### src/hdl/bdlp_pkg.sv
`timescale 1ns / 1ps
// ----------------------------------------------------------------------------
// bdlp_pkg
// Shared types and constants for the button debounce / long-press core.
// ----------------------------------------------------------------------------
package bdlp_pkg;

	localparam int NUM_BUTTONS = 3;
	localparam int BTN_W       = 3;   // width of every per-button bit vector
	localparam int IDX_W       = 2;
	localparam int MODE_W      = 2;
	localparam int DELAY_W     = 8;

	// item modes
	localparam logic [MODE_W-1:0] MODE_TICK  = 2'd0;
	localparam logic [MODE_W-1:0] MODE_POLL  = 2'd1;
	localparam logic [MODE_W-1:0] MODE_CLEAR = 2'd2;

	// register indexes (paddr[2])
	localparam logic REG_LONG_DELAY = 1'b0;
	localparam logic REG_ENABLE     = 1'b1;

	localparam logic [DELAY_W-1:0] LONG_DELAY_RST = 8'd62;
	localparam logic [BTN_W-1:0]   ENABLE_RST     = 3'd7;

	typedef struct packed {
		logic [BTN_W-1:0]   stable_bits;
		logic [BTN_W-1:0]   count_low;
		logic [BTN_W-1:0]   count_high;
		logic [BTN_W-1:0]   press_flags;
		logic [BTN_W-1:0]   long_flags;
		logic [BTN_W-1:0]   latch_flags;
		logic [DELAY_W-1:0] repeat_count;
		logic               all_released;
	} btn_state_t;

	typedef struct packed {
		logic [MODE_W-1:0] mode;
		logic [BTN_W-1:0]  raw_pins;
		logic [IDX_W-1:0]  button_index;
	} item_t;

	typedef struct packed {
		logic [BTN_W-1:0] debounced_state;
		logic             release_event;
		logic             long_event;
	} result_t;

	typedef struct packed {
		logic [DELAY_W-1:0] long_delay_ticks;
		logic [BTN_W-1:0]   enabled_mask;
	} cfg_t;

endpackage

### src/hdl/button_debounce_long_press_core.sv
`timescale 1ns / 1ps
// ----------------------------------------------------------------------------
// button_debounce_long_press_core
// Vertical-counter debouncer with press, release and long-press events.
// ----------------------------------------------------------------------------
// An input passes the stage-1 register, then the result register on m_tvalid.
// Throughput: one item per cycle while m_tready is high; set by the single-pass
//   eval between the input stage register and the result register.
// Reset (arst_n low): pipeline empty, all debounce state and flags zero,
//   long_delay_ticks = 62, enabled_mask = 7.
module button_debounce_long_press_core (
	input  logic       clk,
	input  logic       arst_n,
	// input stream
	input  logic       s_tvalid,
	output logic       s_tready,
	input  logic [7:0] s_tdata,   // [2:0] raw_pins, [4:3] button_index, [7:5] zero
	input  logic [1:0] s_tuser,   // [1:0] mode
	// result stream
	output logic       m_tvalid,
	input  logic       m_tready,
	output logic [7:0] m_tdata,   // [2:0] debounced_state, [3] release_event,
	                              // [4] long_event, [7:5] zero
	// register port
	input  logic        psel,
	input  logic        penable,
	input  logic        pwrite,
	input  logic [2:0]  paddr,
	input  logic [31:0] pwdata,
	output logic [31:0] prdata,
	output logic        pready
);
	import bdlp_pkg::*;

	cfg_t       cfg_q;
	btn_state_t state_q, state_nxt;
	item_t      item_s1, item_in;
	logic       valid_s1;
	result_t    res_s2, res_nxt;
	logic       valid_s2;
	logic       adv;        // result slot free this cycle
	logic       wr_en;

	// ---------------- register port ----------------
	assign pready = 1'b1;
	assign wr_en  = psel & penable & pwrite & pready;

	always_ff @(posedge clk or negedge arst_n) begin
		if (!arst_n) begin
			cfg_q.long_delay_ticks <= LONG_DELAY_RST;
			cfg_q.enabled_mask     <= ENABLE_RST;
		end else if (wr_en) begin
			unique case (paddr[2])
				REG_LONG_DELAY: cfg_q.long_delay_ticks <= pwdata[DELAY_W-1:0];
				REG_ENABLE:     cfg_q.enabled_mask     <= pwdata[BTN_W-1:0];
				default: begin
				end
			endcase
		end
	end

	always_comb begin
		unique case (paddr[2])
			REG_LONG_DELAY: prdata = 32'(cfg_q.long_delay_ticks);
			REG_ENABLE:     prdata = 32'(cfg_q.enabled_mask);
			default:        prdata = '0;
		endcase
	end

	// ---------------- pipeline control ----------------
	// stage 1 holds one accepted transaction; it is evaluated and moves to the
	// result register whenever that register is empty or being drained, so a
	// stalled result still leaves room for one more input.
	assign adv      = ~valid_s2 | m_tready;
	assign s_tready = ~valid_s1 | adv;

	assign item_in.mode         = s_tuser;
	assign item_in.raw_pins     = s_tdata[2:0];
	assign item_in.button_index = s_tdata[4:3];

	always_ff @(posedge clk or negedge arst_n) begin
		if (!arst_n) begin
			valid_s1 <= 1'b0;
		end else if (s_tready) begin
			valid_s1 <= s_tvalid;
		end
	end

	always_ff @(posedge clk) begin
		if (s_tready && s_tvalid) begin
			item_s1 <= item_in;
		end
	end

	// ---------------- evaluation ----------------
	bdlp_eval u_eval (
		.cfg  (cfg_q),
		.cur  (state_q),
		.item (item_s1),
		.nxt  (state_nxt),
		.res  (res_nxt)
	);

	// debounce state commits only when the stage-1 item actually moves on
	always_ff @(posedge clk or negedge arst_n) begin
		if (!arst_n) begin
			state_q <= '0;
		end else if (valid_s1 && adv) begin
			state_q <= state_nxt;
		end
	end

	always_ff @(posedge clk or negedge arst_n) begin
		if (!arst_n) begin
			valid_s2 <= 1'b0;
		end else if (adv) begin
			valid_s2 <= valid_s1;
		end
	end

	always_ff @(posedge clk) begin
		if (valid_s1 && adv) begin
			res_s2 <= res_nxt;
		end
	end

	// ---------------- result stream ----------------
	assign m_tvalid = valid_s2;
	assign m_tdata  = {3'b000, res_s2.long_event, res_s2.release_event,
	                   res_s2.debounced_state};

endmodule

### src/hdl/bdlp_eval.sv
`timescale 1ns / 1ps
// ----------------------------------------------------------------------------
// bdlp_eval
// Next-state and result logic for one item (tick, poll or clear).
// ----------------------------------------------------------------------------
module bdlp_eval (
	input  bdlp_pkg::cfg_t       cfg,
	input  bdlp_pkg::btn_state_t cur,
	input  bdlp_pkg::item_t      item,
	output bdlp_pkg::btn_state_t nxt,
	output bdlp_pkg::result_t    res
);
	import bdlp_pkg::*;

	logic [BTN_W-1:0]   pressed, diff, lo_n, hi_n, flip, st_n;
	logic [DELAY_W-1:0] rep_dec;
	logic [BTN_W-1:0]   m;
	logic               idx_ok;

	// vertical counter: a bit flips after four disagreeing samples
	always_comb begin
		pressed = ~item.raw_pins & cfg.enabled_mask;
		diff    = cur.stable_bits ^ pressed;
		lo_n    = ~(cur.count_low & diff);
		hi_n    = lo_n ^ (cur.count_high & diff);
		flip    = diff & lo_n & hi_n;
		st_n    = cur.stable_bits ^ flip;
		rep_dec = (cur.repeat_count != '0) ? cur.repeat_count - DELAY_W'(1) : '0;
	end

	assign idx_ok = (int'(item.button_index) < NUM_BUTTONS);
	assign m      = BTN_W'(1) << item.button_index;

	always_comb begin
		nxt               = cur;
		res.release_event = 1'b0;
		res.long_event    = 1'b0;
		unique case (item.mode)
			MODE_TICK: begin
				nxt.count_low   = lo_n;
				nxt.count_high  = hi_n;
				nxt.stable_bits = st_n;
				nxt.press_flags = cur.press_flags | (st_n & flip);
				if (st_n == '0) begin
					nxt.repeat_count = cfg.long_delay_ticks;
					nxt.all_released = 1'b1;
				end else begin
					nxt.repeat_count = rep_dec;
					if (rep_dec == '0 && cur.all_released) begin
						nxt.long_flags   = cur.long_flags | st_n;
						nxt.all_released = 1'b0;
					end
				end
			end
			MODE_POLL: begin
				if (idx_ok) begin
					// pending press moves to latch first
					if ((cur.press_flags & m) != '0) begin
						nxt.latch_flags = cur.latch_flags | m;
						nxt.press_flags = cur.press_flags & ~m;
					end
					if ((nxt.latch_flags & m) != '0 && (cur.stable_bits & m) == '0) begin
						res.release_event = 1'b1;
						nxt.latch_flags   = nxt.latch_flags & ~m;
					end
					if ((cur.long_flags & m) != '0) begin
						res.long_event  = 1'b1;
						nxt.long_flags  = cur.long_flags & ~m;
						nxt.press_flags = nxt.press_flags & ~m;
						nxt.latch_flags = nxt.latch_flags & ~m;
					end
				end
			end
			MODE_CLEAR: begin
				nxt.press_flags = '0;
				nxt.long_flags  = '0;
				nxt.stable_bits = '0;
				nxt.latch_flags = '0;
			end
			default: begin
			end
		endcase
		res.debounced_state = nxt.stable_bits;
	end

endmodule
### config.mk
export PLATFORM = sky130hd
export DESIGN_NAME = button_debounce_long_press_core
export DESIGN_NICKNAME = d
export VERILOG_FILES = /design/src/hdl/bdlp_pkg.sv /design/src/hdl/button_debounce_long_press_core.sv /design/src/hdl/bdlp_eval.sv
export SDC_FILE = /design/constraint.sdc
export NUM_CORES = 1
export LEC_CHECK = 0
export CORE_ASPECT_RATIO = 2
export CORE_MARGIN = 5
export CORE_UTILIZATION = 55
export CTS_CLUSTER_SIZE = 30
export DETAILED_ROUTE_END_ITERATION = 8
export DONT_BUFFER_PORTS = 1
export PLACE_DENSITY = 0.81
export SYNTH_ARGS = -nofsm -noshare
export SYNTH_HDL_FRONTEND = slang
export SYNTH_SLANG_ARGS = --single-unit
### constraint.sdc
create_clock -name clk -period 5 [get_ports clk]
set_input_delay 0.25 -clock clk [delete_from_list [all_inputs] [get_ports clk]]
set_output_delay 0.25 -clock clk [all_outputs]
set_load 0.1 [all_outputs]
==> results of run 1 <==
[final cells by class]
class | instances | area share (%)
multi-input cells | 230 | 46.7
clock buffers | 5 | 2.13
well taps | 60 | 2.33
repair buffers | 10 | 3.33
inverters | 14 | 1.63
clock inverters | 3 | 1.43
flip-flops and latches | 52 | 42.5
[routing by layer]
metal / vias up / share of wire (%) / track usage (%)
li1: 1062 / - / -
met1: 1118 / 35 / 17.6
met2: 104 / 56 / 36.1
met3: 14 / 7.0 / 3.95
met4: 0 / 2.1 / 8.46
met5: - / 0 / 0
[power by group through the flow]
stage	logic (mW)	clock network (mW)	registers [mW]
2_1_floorplan	0.651	0	0.678
4_1_cts	0.700	0.307	0.718
3_3_place_gp	0.675	0	0.721
6_report	0.711	0.301	0.722
3_5_place_dp	0.689	0	0.726
5_1_grt	0.778	0.327	0.734
[synthesized netlist by cell type (3+ instances only)]
cell | n | area share (%)
nor2b_1 | 11 | 2.2
buf_4 | 29 | 7.0
a21oi_1 | 13 | 2.1
inv_1 | 14 | 1.7
o21ai_0 | 13 | 2.1
dfrtp_1 | 32 | 26
clkbuf_1 | 5 | 0.60
o21ai_1 | 9 | 1.4
o31ai_1 | 4 | 0.97
nand3_1 | 5 | 0.80
nand3b_1 | 3 | 0.72
nor3_1 | 6 | 0.97
dfstp_2 | 8 | 6.8
nand4_1 | 3 | 0.60
a32oi_1 | 6 | 1.7
nor2_1 | 23 | 2.8
ha_1 | 9 | 3.6
nand2_1 | 13 | 1.6
mux2_2 | 14 | 5.1
edfxtp_1 | 12 | 12
and2_1 | 3 | 0.60
a31oi_1 | 7 | 1.4
nor4b_1 | 3 | 0.84
and3_1 | 3 | 0.60
nand2b_1 | 11 | 2.2
xnor2_1 | 4 | 1.1
nor4_1 | 4 | 0.80
[per-stage QoR]
step	power (mW)	cell area (sq um)	hold slack [ns]	setup WS, ns
after floorplan	1.33	3210	-0.0456	2.21
after global placement	1.40	3010	-0.0443	2.02
after detailed placement	1.42	3010	-0.0444	2.02
after CTS	1.72	3160	0.0145	1.99
after global routing	1.84	3230	0.0190	1.74
final	1.73	3230	0.0306	1.96
[worst max-delay path, delay by kind of cell, from the launching register on]
kind | cells | cell delay (ns)
AND/OR/NAND/NOR | 4 | 1.14
XOR/XNOR | 1 | 0.11
adder cells (fa/ha/maj) | 1 | 0.32
AO/OA/AOI/OAI | 3 | 0.80
flip-flops | 1 | 0.55
[worst paths after layout]
path,start,end,cells past startpoint
min reg2reg,state_q[20]$_DFFE_PN0P_,state_q[20]$_DFFE_PN0P_,1
max,cfg_q[0]$_DFFE_PN1P_,state_q[14]$_DFFE_PN0P_,9
min,s_tvalid,valid_s1$_DFFE_PN0N_,1
max in group asynchronous,arst_n,cfg_q[0]$_DFFE_PN1P_,2
max reg2reg,cfg_q[0]$_DFFE_PN1P_,state_q[14]$_DFFE_PN0P_,9
min in group asynchronous,arst_n,state_q[23]$_DFFE_PN0P_,2
[kinds of logic after synthesis]
group / share of synthesized area (%)
adders and majority gates: 3.62
and+or+nand+nor: 17.1
xor gates and xnor gates: 1.13
buffers and inverters: 11.0
AOI/OAI and AO/OA: 17.1
DFF: 44.1
muxes: 5.71
other: 0.241
[flip-flops by register name, summed over array words and instances, names as in the netlist]
signal / count
state_q: 27
cfg_q: 11
item_s1: 7
m_tdata: 5
m_tvalid: 1
valid_s1: 1
[timing repair]
item                      CTS  global route
hold endpoints to repair   40             7
hold buffers                2             7
buffers inserted            0             0
resized for setup           0             0
==> flow_metrics.py, run 1 <==
metrics = {
    "sta": {
        "hold_violations": 0,
        "worst_pin_slew_ns": 1.07,
        "finalCriticalPeriod_ns": 3.04,
        "rsz0062_at_grt": "false",
        "drv_slew": 0,
        "fmax_mhz": 329,
        "slew_headroom_pct": 28.5,
        "fin_crit_sh_pct": 60.7,
        "tns_ns": 0,
        "finalSetupViolCount": 0,
        "skew_ns": 0.00407,
    },
    "synth": {
        "avgSynthCellArea_sq_um": 10.0,
        "synth_cells": 310,
        "synth_area_sq_um": 3110,
        "synth_seq_cells": 52,
        "synth-seq-area-share_pct": 44.1,
        "synthDistinctLibCells": 63,
        "synth-edff-count": 12,
        "synth_warnings": 0,
        "ys.flop_type": "dfrtp_1",
        "async_flop_share_pct": 76.9,
    },
    "drt": {
        "drt_pass1_iterations": 4,
        "dr.first_iter.drc_count": 76,
        "vias": 2298,
        "routed_wl_microns": 6620,
        "ant_nets": 0,
        "remaining_drc_errors": 0,
        "wl_per_cell_microns": 17.7,
        "vias_per_cell": 6.14,
    },
    "layout": {
        "final_cells": 374,
        "nFillCells": 476,
        "diodes": 0,
        "fin_nets": 374,
        "multi_input_area_sq_um": 1510,
        "mostFrequentLayoutCells": "32 x dfrtp_1, 28 x conb_1, 23 x nor2_1",
        "seqCellArea_sq_um": 1370,
        "layout_commonest_cell": "dfrtp_1",
        "fin_util_pct": 59.0,
        "syn_to_final_growth_pct": 3.78,
        "drive_gt1_share_pct": 14.6,
    },
    "floorplanning": {
        "start_util_pct": 56.9,
        "dieArea_sq_um": 7350,
        "ios": 95,
        "die_h_microns": 116,
        "rows": 38,
        "fp.coreArea_sq_um": 5470,
        "die_w_microns": 63.2,
    },
    "worst_setup_path": {
        "crit_fanout": 16,
        "cp.arrival_ns": 3.25,
        "r2r_slack_ns": 1.96,
        "critical-path-slowest-cell": "dfstp_2",
        "endpoint_kind": "flip-flop",
        "max_stage_delay_ns": 0.55,
        "cp-start-kind": "flip-flop",
        "crit_chain": "nor2b_1, xnor2_1, nor3_1, ha_1, and3_1, o21a_1, a31o_1, o31a_1, or3_1",
        "crit_required_ns": 5.21,
        "path_class": "flip-flop to flip-flop",
    },
    "global_route": {
        "grt_usage_pct": 18.3,
        "grt_max_degree": 41,
        "grt_pass1_vias": 2295,
        "antenna_found_initial": 0,
        "overflow": 0,
        "grt_pass1_wl_microns": 10800,
    },
    "clock_network": {
        "htreeDepth": 2,
        "cts_root_buffer": "clkbuf_8",
        "cts_tree": "done",
        "clock_latency_ns": 0.32,
        "cts_made_buffers": 5,
        "cts.reportedPaths.clkPinSlew_ns": 0.10,
        "cts.path.max_buffers": 2,
        "cts_sinks": 52,
    },
    "placement": {
        "place_inst": 357,
        "gp_congestion": 0.851,
        "io_buffer_count": 0,
        "dp_hpwl_microns": 4890,
    },
    "power_and_ir_drop": {
        "leakage_nw": 1.27,
        "clkPwrFrac_pct": 17.3,
        "power_density_nw_per_um2": 537,
        "seqPwrFrac_pct": 41.6,
        "p_switching_mw": 0.797,
        "swShare_pct": 46.0,
        "p_int_mw": 0.936,
        "combinationalPowerShare_pct": 41.0,
        "vdd_drop_max_v": 0.000429,
    },
    "job": {
        "cap_violations": 0,
    },
    "outcome": {
        "status": "finished clean",
    },
    "min_path": {
        "hp-class": "input port to flip-flop",
    },
}
Power figures use the tool's default switching activity.
==> inputs of run 2 (changes only) <==
ABC_AREA = 1   (was default)
clock period = 2.8 ns   (was 5 ns; I/O delays follow)
==> flow_metrics.py, run 2 <==
metrics = {
    "global_route": {
        "grt_pass1_wl_microns": 10800,
        "grt_max_degree": 41,
        "grt_pass1_vias": 2508,
        "grt_usage_pct": 19.0,
        "overflow": 0,
        "antenna_found_initial": 0,
    },
    "outcome": {
        "status": "finished clean",
    },
    "clock_network": {
        "cts_root_buffer": "clkbuf_8",
        "ctsResizeCount": 0,
        "cts_tree": "done",
        "clock_latency_ns": 0.32,
        "cts_made_buffers": 5,
        "htreeDepth": 2,
        "cts.path.max_buffers": 2,
        "cts_sinks": 52,
        "cts.reportedPaths.clkPinSlew_ns": 0.09,
    },
    "layout": {
        "layout_commonest_cell": "nand2_1",
        "regMostFlops": "state_q",
        "top_regs": "state_q (27), cfg_q (11), item_s1 (7)",
        "final_cells": 462,
        "drive_gt1_share_pct": 13.9,
        "syn_to_final_growth_pct": 11.4,
        "fin_nets": 462,
        "diodes": 0,
        "mostFrequentLayoutCells": "70 x nand2_1, 58 x inv_1, 32 x dfrtp_1",
        "largest_reg_flops": 27,
    },
    "floorplanning": {
        "die_h_microns": 114,
        "fp.coreArea_sq_um": 5370,
        "ios": 95,
        "rows": 38,
        "start_util_pct": 55.6,
        "die_w_microns": 62.1,
        "dieArea_sq_um": 7090,
    },
    "worst_setup_path": {
        "endpoint_kind": "flip-flop",
        "r2r_cells": 10,
        "path_class": "flip-flop to flip-flop",
        "r2r_slack_ns": 0.52,
        "cp-start-kind": "flip-flop",
        "crit_start": "cfg_q[0]$_DFFE_PN1P_",
        "cp.arrival_ns": 2.51,
        "crit_fanout": 6,
        "crit_required_ns": 3.03,
        "r2r_start": "cfg_q[0]$_DFFE_PN1P_",
    },
    "power_and_ir_drop": {
        "swShare_pct": 48.2,
        "power_density_nw_per_um2": 888,
        "seqPwrFrac_pct": 42.6,
        "p_switching_mw": 1.42,
        "vdd_drop_max_v": 0.000657,
        "combinationalPowerShare_pct": 43.0,
        "clkPwrFrac_pct": 14.4,
        "p_int_mw": 1.53,
        "leakage_nw": 1.65,
    },
    "drt": {
        "dr.first_iter.drc_count": 95,
        "wl_per_cell_microns": 13.7,
        "drt_pass1_iterations": 4,
        "vias_per_cell": 5.24,
        "ant_nets": 0,
        "routed_wl_microns": 6350,
        "remaining_drc_errors": 0,
        "vias": 2420,
    },
    "min_path": {
        "hp-class": "input port to flip-flop",
        "holdPathStages": 2,
        "hold_start": "paddr[2]",
    },
    "sta": {
        "skew_ns": 0.0111,
        "drv_slew": 0,
        "finalSetupViolCount": 0,
        "finalCriticalPeriod_ns": 2.28,
        "fin_crit_sh_pct": 81.5,
        "worst_pin_slew_ns": 0.904,
        "hold_violations": 0,
        "fmax_mhz": 438,
        "rsz0062_at_grt": "false",
        "tns_ns": 0,
        "slew_headroom_pct": 39.9,
    },
    "synth": {
        "yosysMostFrequentCell": "nand2_1",
        "synth-seq-area-share_pct": 45.9,
        "async_flop_share_pct": 76.9,
        "yosysTopAreaCell": "dfrtp_1",
        "ys.flop_type": "dfrtp_1",
        "yosysTopAreaCellShare_pct": 26.8,
        "synthDistinctLibCells": 31,
        "synth-edff-count": 12,
        "avgSynthCellArea_sq_um": 8.09,
        "synth_cells": 369,
        "synth_warnings": 0,
        "synth_area_sq_um": 2990,
        "yosys-top-cells-area": "dfrtp_1 27%, edfxtp_1 12%, nand2_1 8.8%, inv_1 7.3%, buf_4 7.0%",
        "synth_seq_cells": 52,
        "ys_top_cells_by_count": "70 x nand2_1, 58 x inv_1, 34 x o21ai_0",
    },
    "placement": {
        "dp_hpwl_microns": 4870,
        "io_buffer_count": 0,
        "place_inst": 435,
        "gp_congestion": 0.973,
    },
    "job": {
        "cap_violations": 0,
    },
}
[run 2: cell count changes in the layout (fill, tap and decap cells not counted), sizes merged, moves of 7 or more]
cell / previous run / this run
a21oi: 13 / 20
a31oi: 7 / 0
buf: 2 / 12
dlygate4sd3: 8 / 18
inv: 15 / 63
mux2: 14 / 0
nand2: 13 / 73
nand2b: 11 / 0
nand3: 5 / 23
nor2: 23 / 33
nor2b: 11 / 0
o21ai: 23 / 35
o221ai: 0 / 7
[run 2: kinds of logic (layout without fill, tap and decap cells)]
logic type      count (synthesis)  after routing  share of synthesized area [%]
compound gates                 68             68                           13.3
xor+xnor                        3              3                          0.880
fa+ha+maj                       9              9                           3.77
buf+inv                        95            102                           15.5
flops                          52             52                           45.9
other cells                     2             28                          0.251
simple gates                  140            140                           20.4
[run 2: layout make-up]
class,instances,area [sq um]
clock buffers,6,72.6
clock inverters,2,11.3
fillers,474,2050
inverters,64,240
multi-input cells,248,1270
flip-flops and latches,52,1370
well taps,60,75.1
repair buffers,30,283
[run 2: critical path: stages (launching register included)]
cell,delay [ns]
dfstp_2,0.55
nand2_1,0.06
xor2_1,0.14
or2_2,0.28
nor2_1,0.10
ha_1,0.29
nand3_1,0.13
inv_1,0.07
nor2_2,0.27
inv_1,0.13
o221ai_1,0.17
[run 2: per-stage QoR]
stage	cell area [sq um]	total power, mW	utilization, %	worst slack, ns	hold slack [ns]
after CTS	3330	2.96	61.9	0.533	0.0481
after detailed placement	3040	2.50	56.6	0.554	-0.154
after global routing	3330	3.17	61.9	0.304	0.0771
final	3330	2.95	61.9	0.517	0.0598
after global placement	3040	2.45	56.6	0.600	-0.154
after floorplan	3080	2.27	-	0.00831	-0.156
[run 2: power by group through the flow]
stage / logic [mW] / registers, mW / clock network (mW)
6_report: 1.27 / 1.26 / 0.426
5_1_grt: 1.42 / 1.29 / 0.462
4_1_cts: 1.27 / 1.26 / 0.439
3_5_place_dp: 1.23 / 1.27 / 0
3_3_place_gp: 1.19 / 1.26 / 0
2_1_floorplan: 1.02 / 1.25 / 0
[run 2: final timing paths]
| path | to |
|---|---|
| worst min register to register | state_q[0]$_DFFE_PN0P_ |
| worst min-delay path | cfg_q[1]$_DFFE_PN1P_ |
| min in group asynchronous | state_q[9]$_DFFE_PN0P_ |
| worst max-delay path | state_q[5]$_DFFE_PN0P_ |
| max in group asynchronous | cfg_q[8]$_DFFE_PN1P_ |
| worst max register to register | state_q[5]$_DFFE_PN0P_ |
[run 2: layer usage]
metal  wire length, microns  global-route usage, %
met1                   2190                   17.6
met4                    337                   13.2
met2                   3540                   35.6
met3                    280                   3.83
met5                      0                      0
[run 2: what timing repair did]
| action | in CTS | in global routing |
|---|---|---|
| hold buffers | 19 | 0 |
| setup buffers | 0 | 0 |
| hold endpoints to repair | 60 | 0 |
==> inputs of run 3 (changes only) <==
PLACE_DENSITY = 0.84   (was 0.81)
clock period = 1.87 ns   (was 2.8 ns; I/O delays follow)
==> flow_metrics.py, run 3 (synthesized netlist as in run 2, its figures left out) <==
metrics = {
    "layout": {
        "regMostFlops": "state_q",
        "mostFrequentLayoutCells": "66 x nand2_1, 56 x inv_1, 31 x dfrtp_1",
        "largest_reg_flops": 27,
        "top_regs": "state_q (27), cfg_q (11), item_s1 (7)",
        "fin_nets": 483,
        "diodes": 0,
        "final_cells": 483,
        "syn_to_final_growth_pct": 24.7,
        "layout_commonest_cell": "nand2_1",
        "drive_gt1_share_pct": 24.3,
        "fin_util_pct": 69.3,
        "final_area_sq_um": 3720,
    },
    "global_route": {
        "grt_usage_pct": 20.8,
        "grt_max_degree": 41,
        "antenna_found_initial": 0,
        "grt_pass1_vias": 2646,
        "overflow": 0,
        "grt_pass1_wl_microns": 11700,
    },
    "drt": {
        "vias": 2641,
        "dr.first_iter.drc_count": 183,
        "vias_per_cell": 5.47,
        "drt_pass1_iterations": 6,
        "wl_per_cell_microns": 15.3,
        "routed_wl_microns": 7370,
        "ant_nets": 0,
        "remaining_drc_errors": 0,
    },
    "clock_network": {
        "cts_sinks": 52,
        "cts_made_buffers": 5,
        "cts_tree": "done",
        "cts_root_buffer": "clkbuf_8",
        "htreeDepth": 2,
        "clock_latency_ns": 0.33,
        "cts.reportedPaths.clkPinSlew_ns": 0.09,
        "cts.path.max_buffers": 2,
    },
    "floorplanning": {
        "rows": 38,
        "fp.coreArea_sq_um": 5370,
        "ios": 95,
        "die_h_microns": 114,
        "start_util_pct": 55.6,
        "die_w_microns": 62.1,
        "dieArea_sq_um": 7090,
    },
    "sta": {
        "fmax_mhz": 486,
        "holdWs_ns": 0.00734,
        "hold_violations": 0,
        "tns_ns": -1.77,
        "finalCriticalPeriod_ns": 2.06,
        "rsz0062_at_grt": "true",
        "fin_ws_ns": -0.189,
        "finalSetupViolCount": 12,
        "fin_crit_sh_pct": 110,
        "skew_ns": 0.0136,
        "drv_slew": 0,
    },
    "worst_setup_path": {
        "crit_chain": "nand2_2, xor2_1, or2_4, nor2_4, ha_4, nand3_4, buf_6, inv_4, nor2_4, nand4_1, o221ai_1",
        "r2r_slack_ns": -0.19,
        "cp.arrival_ns": 2.29,
        "critical-path-slowest-cell": "dfstp_2",
        "max_stage_delay_ns": 0.55,
        "crit_fanout": 6,
        "path_class": "flip-flop to flip-flop",
        "crit_buf_inv": 2,
        "critical_path.most_common_cell": "nor2_4",
        "crit_required_ns": 2.10,
        "endpoint_kind": "flip-flop",
        "cp-start-kind": "flip-flop",
        "cp_top_family": "simple AND/OR/NAND/NOR gates",
    },
    "placement": {
        "place_area_sq_um": 3210,
        "io_buffer_count": 0,
        "gp_congestion": 0.952,
        "place_inst": 453,
        "dp_hpwl_microns": 5020,
    },
    "min_path": {
        "hp-class": "input port to flip-flop",
    },
    "power_and_ir_drop": {
        "vdd_drop_max_v": 0.00116,
        "leakage_nw": 1.81,
        "power_density_nw_per_um2": 1400,
    },
    "outcome": {
        "status": "finished with violations",
        "violations": "setup timing",
    },
    "job": {
        "cap_violations": 0,
    },
}
[run 3: cell types whose count changed in the layout (fill, tap and decap cells not counted), sizes merged]
| cell | change |
|---|---|
| buf | +21 |
| bufinv | +1 |
| clkbuf | -1 |
| clkinvlp | -1 |
| inv | +1 |
[run 3: final timing paths]
kind | from | end | cells after the start
worst max register to register | cfg_q[1]$_DFFE_PN1P_ | state_q[4]$_DFFE_PN0P_ | 11
worst max-delay path | cfg_q[1]$_DFFE_PN1P_ | state_q[4]$_DFFE_PN0P_ | 11
worst min register to register | cfg_q[4]$_DFFE_PN1P_ | cfg_q[4]$_DFFE_PN1P_ | 2
worst min-delay path | paddr[2] | cfg_q[0]$_DFFE_PN1P_ | 2
max in group asynchronous | arst_n | cfg_q[2]$_DFFE_PN1P_ | 2
min in group asynchronous | arst_n | state_q[26]$_DFFE_PN0P_ | 2
[run 3: layout make-up]
cell class	instances	area, sq um
Sequential cell	52	1370
Multi-Input combinational cell	248	1460
Clock buffer	5	68.8
Clock inverter	3	46.3
Inverter	64	243
Timing Repair Buffer	51	459
Tap cell	60	75.1
Fill cell	394	1650
[run 3: per-stage QoR]
step,power (mW),worst slack (ns)
3_5_place_dp,3.95,-0.217
6_report,5.20,-0.189
4_1_cts,5.00,-0.184
2_1_floorplan,3.45,-0.118
5_1_grt,5.52,-0.332
3_3_place_gp,3.87,-0.150
[run 3: repair_timing]
action / 4_1_cts / 5_1_grt
endpoints found under the setup margin: 17 / 22
resized for setup: 22 / 15
hold buffers: 19 / 0
pin swaps: 6 / 11
hold endpoints to repair: 60 / 0
buffers inserted: 1 / 2
[run 3: power breakdown]
group	internal, mW	switching, mW
combinational	0.854	1.78
clock	0.406	0.400
sequential	1.50	0.266
total	2.76	2.44
[run 3: per-layer routing]
metal / vias to the layer above / part of all wire (%) / global-route usage (%) / routed length, microns
met3: 30 / 5.3 / 4.32 / 394
met4: 0 / 4.5 / 14.8 / 329
met2: 122 / 57 / 38.8 / 4170
met5: - / 0 / 0 / 0
met1: 1250 / 34 / 19.5 / 2470
li1: 1239 / - / - / -
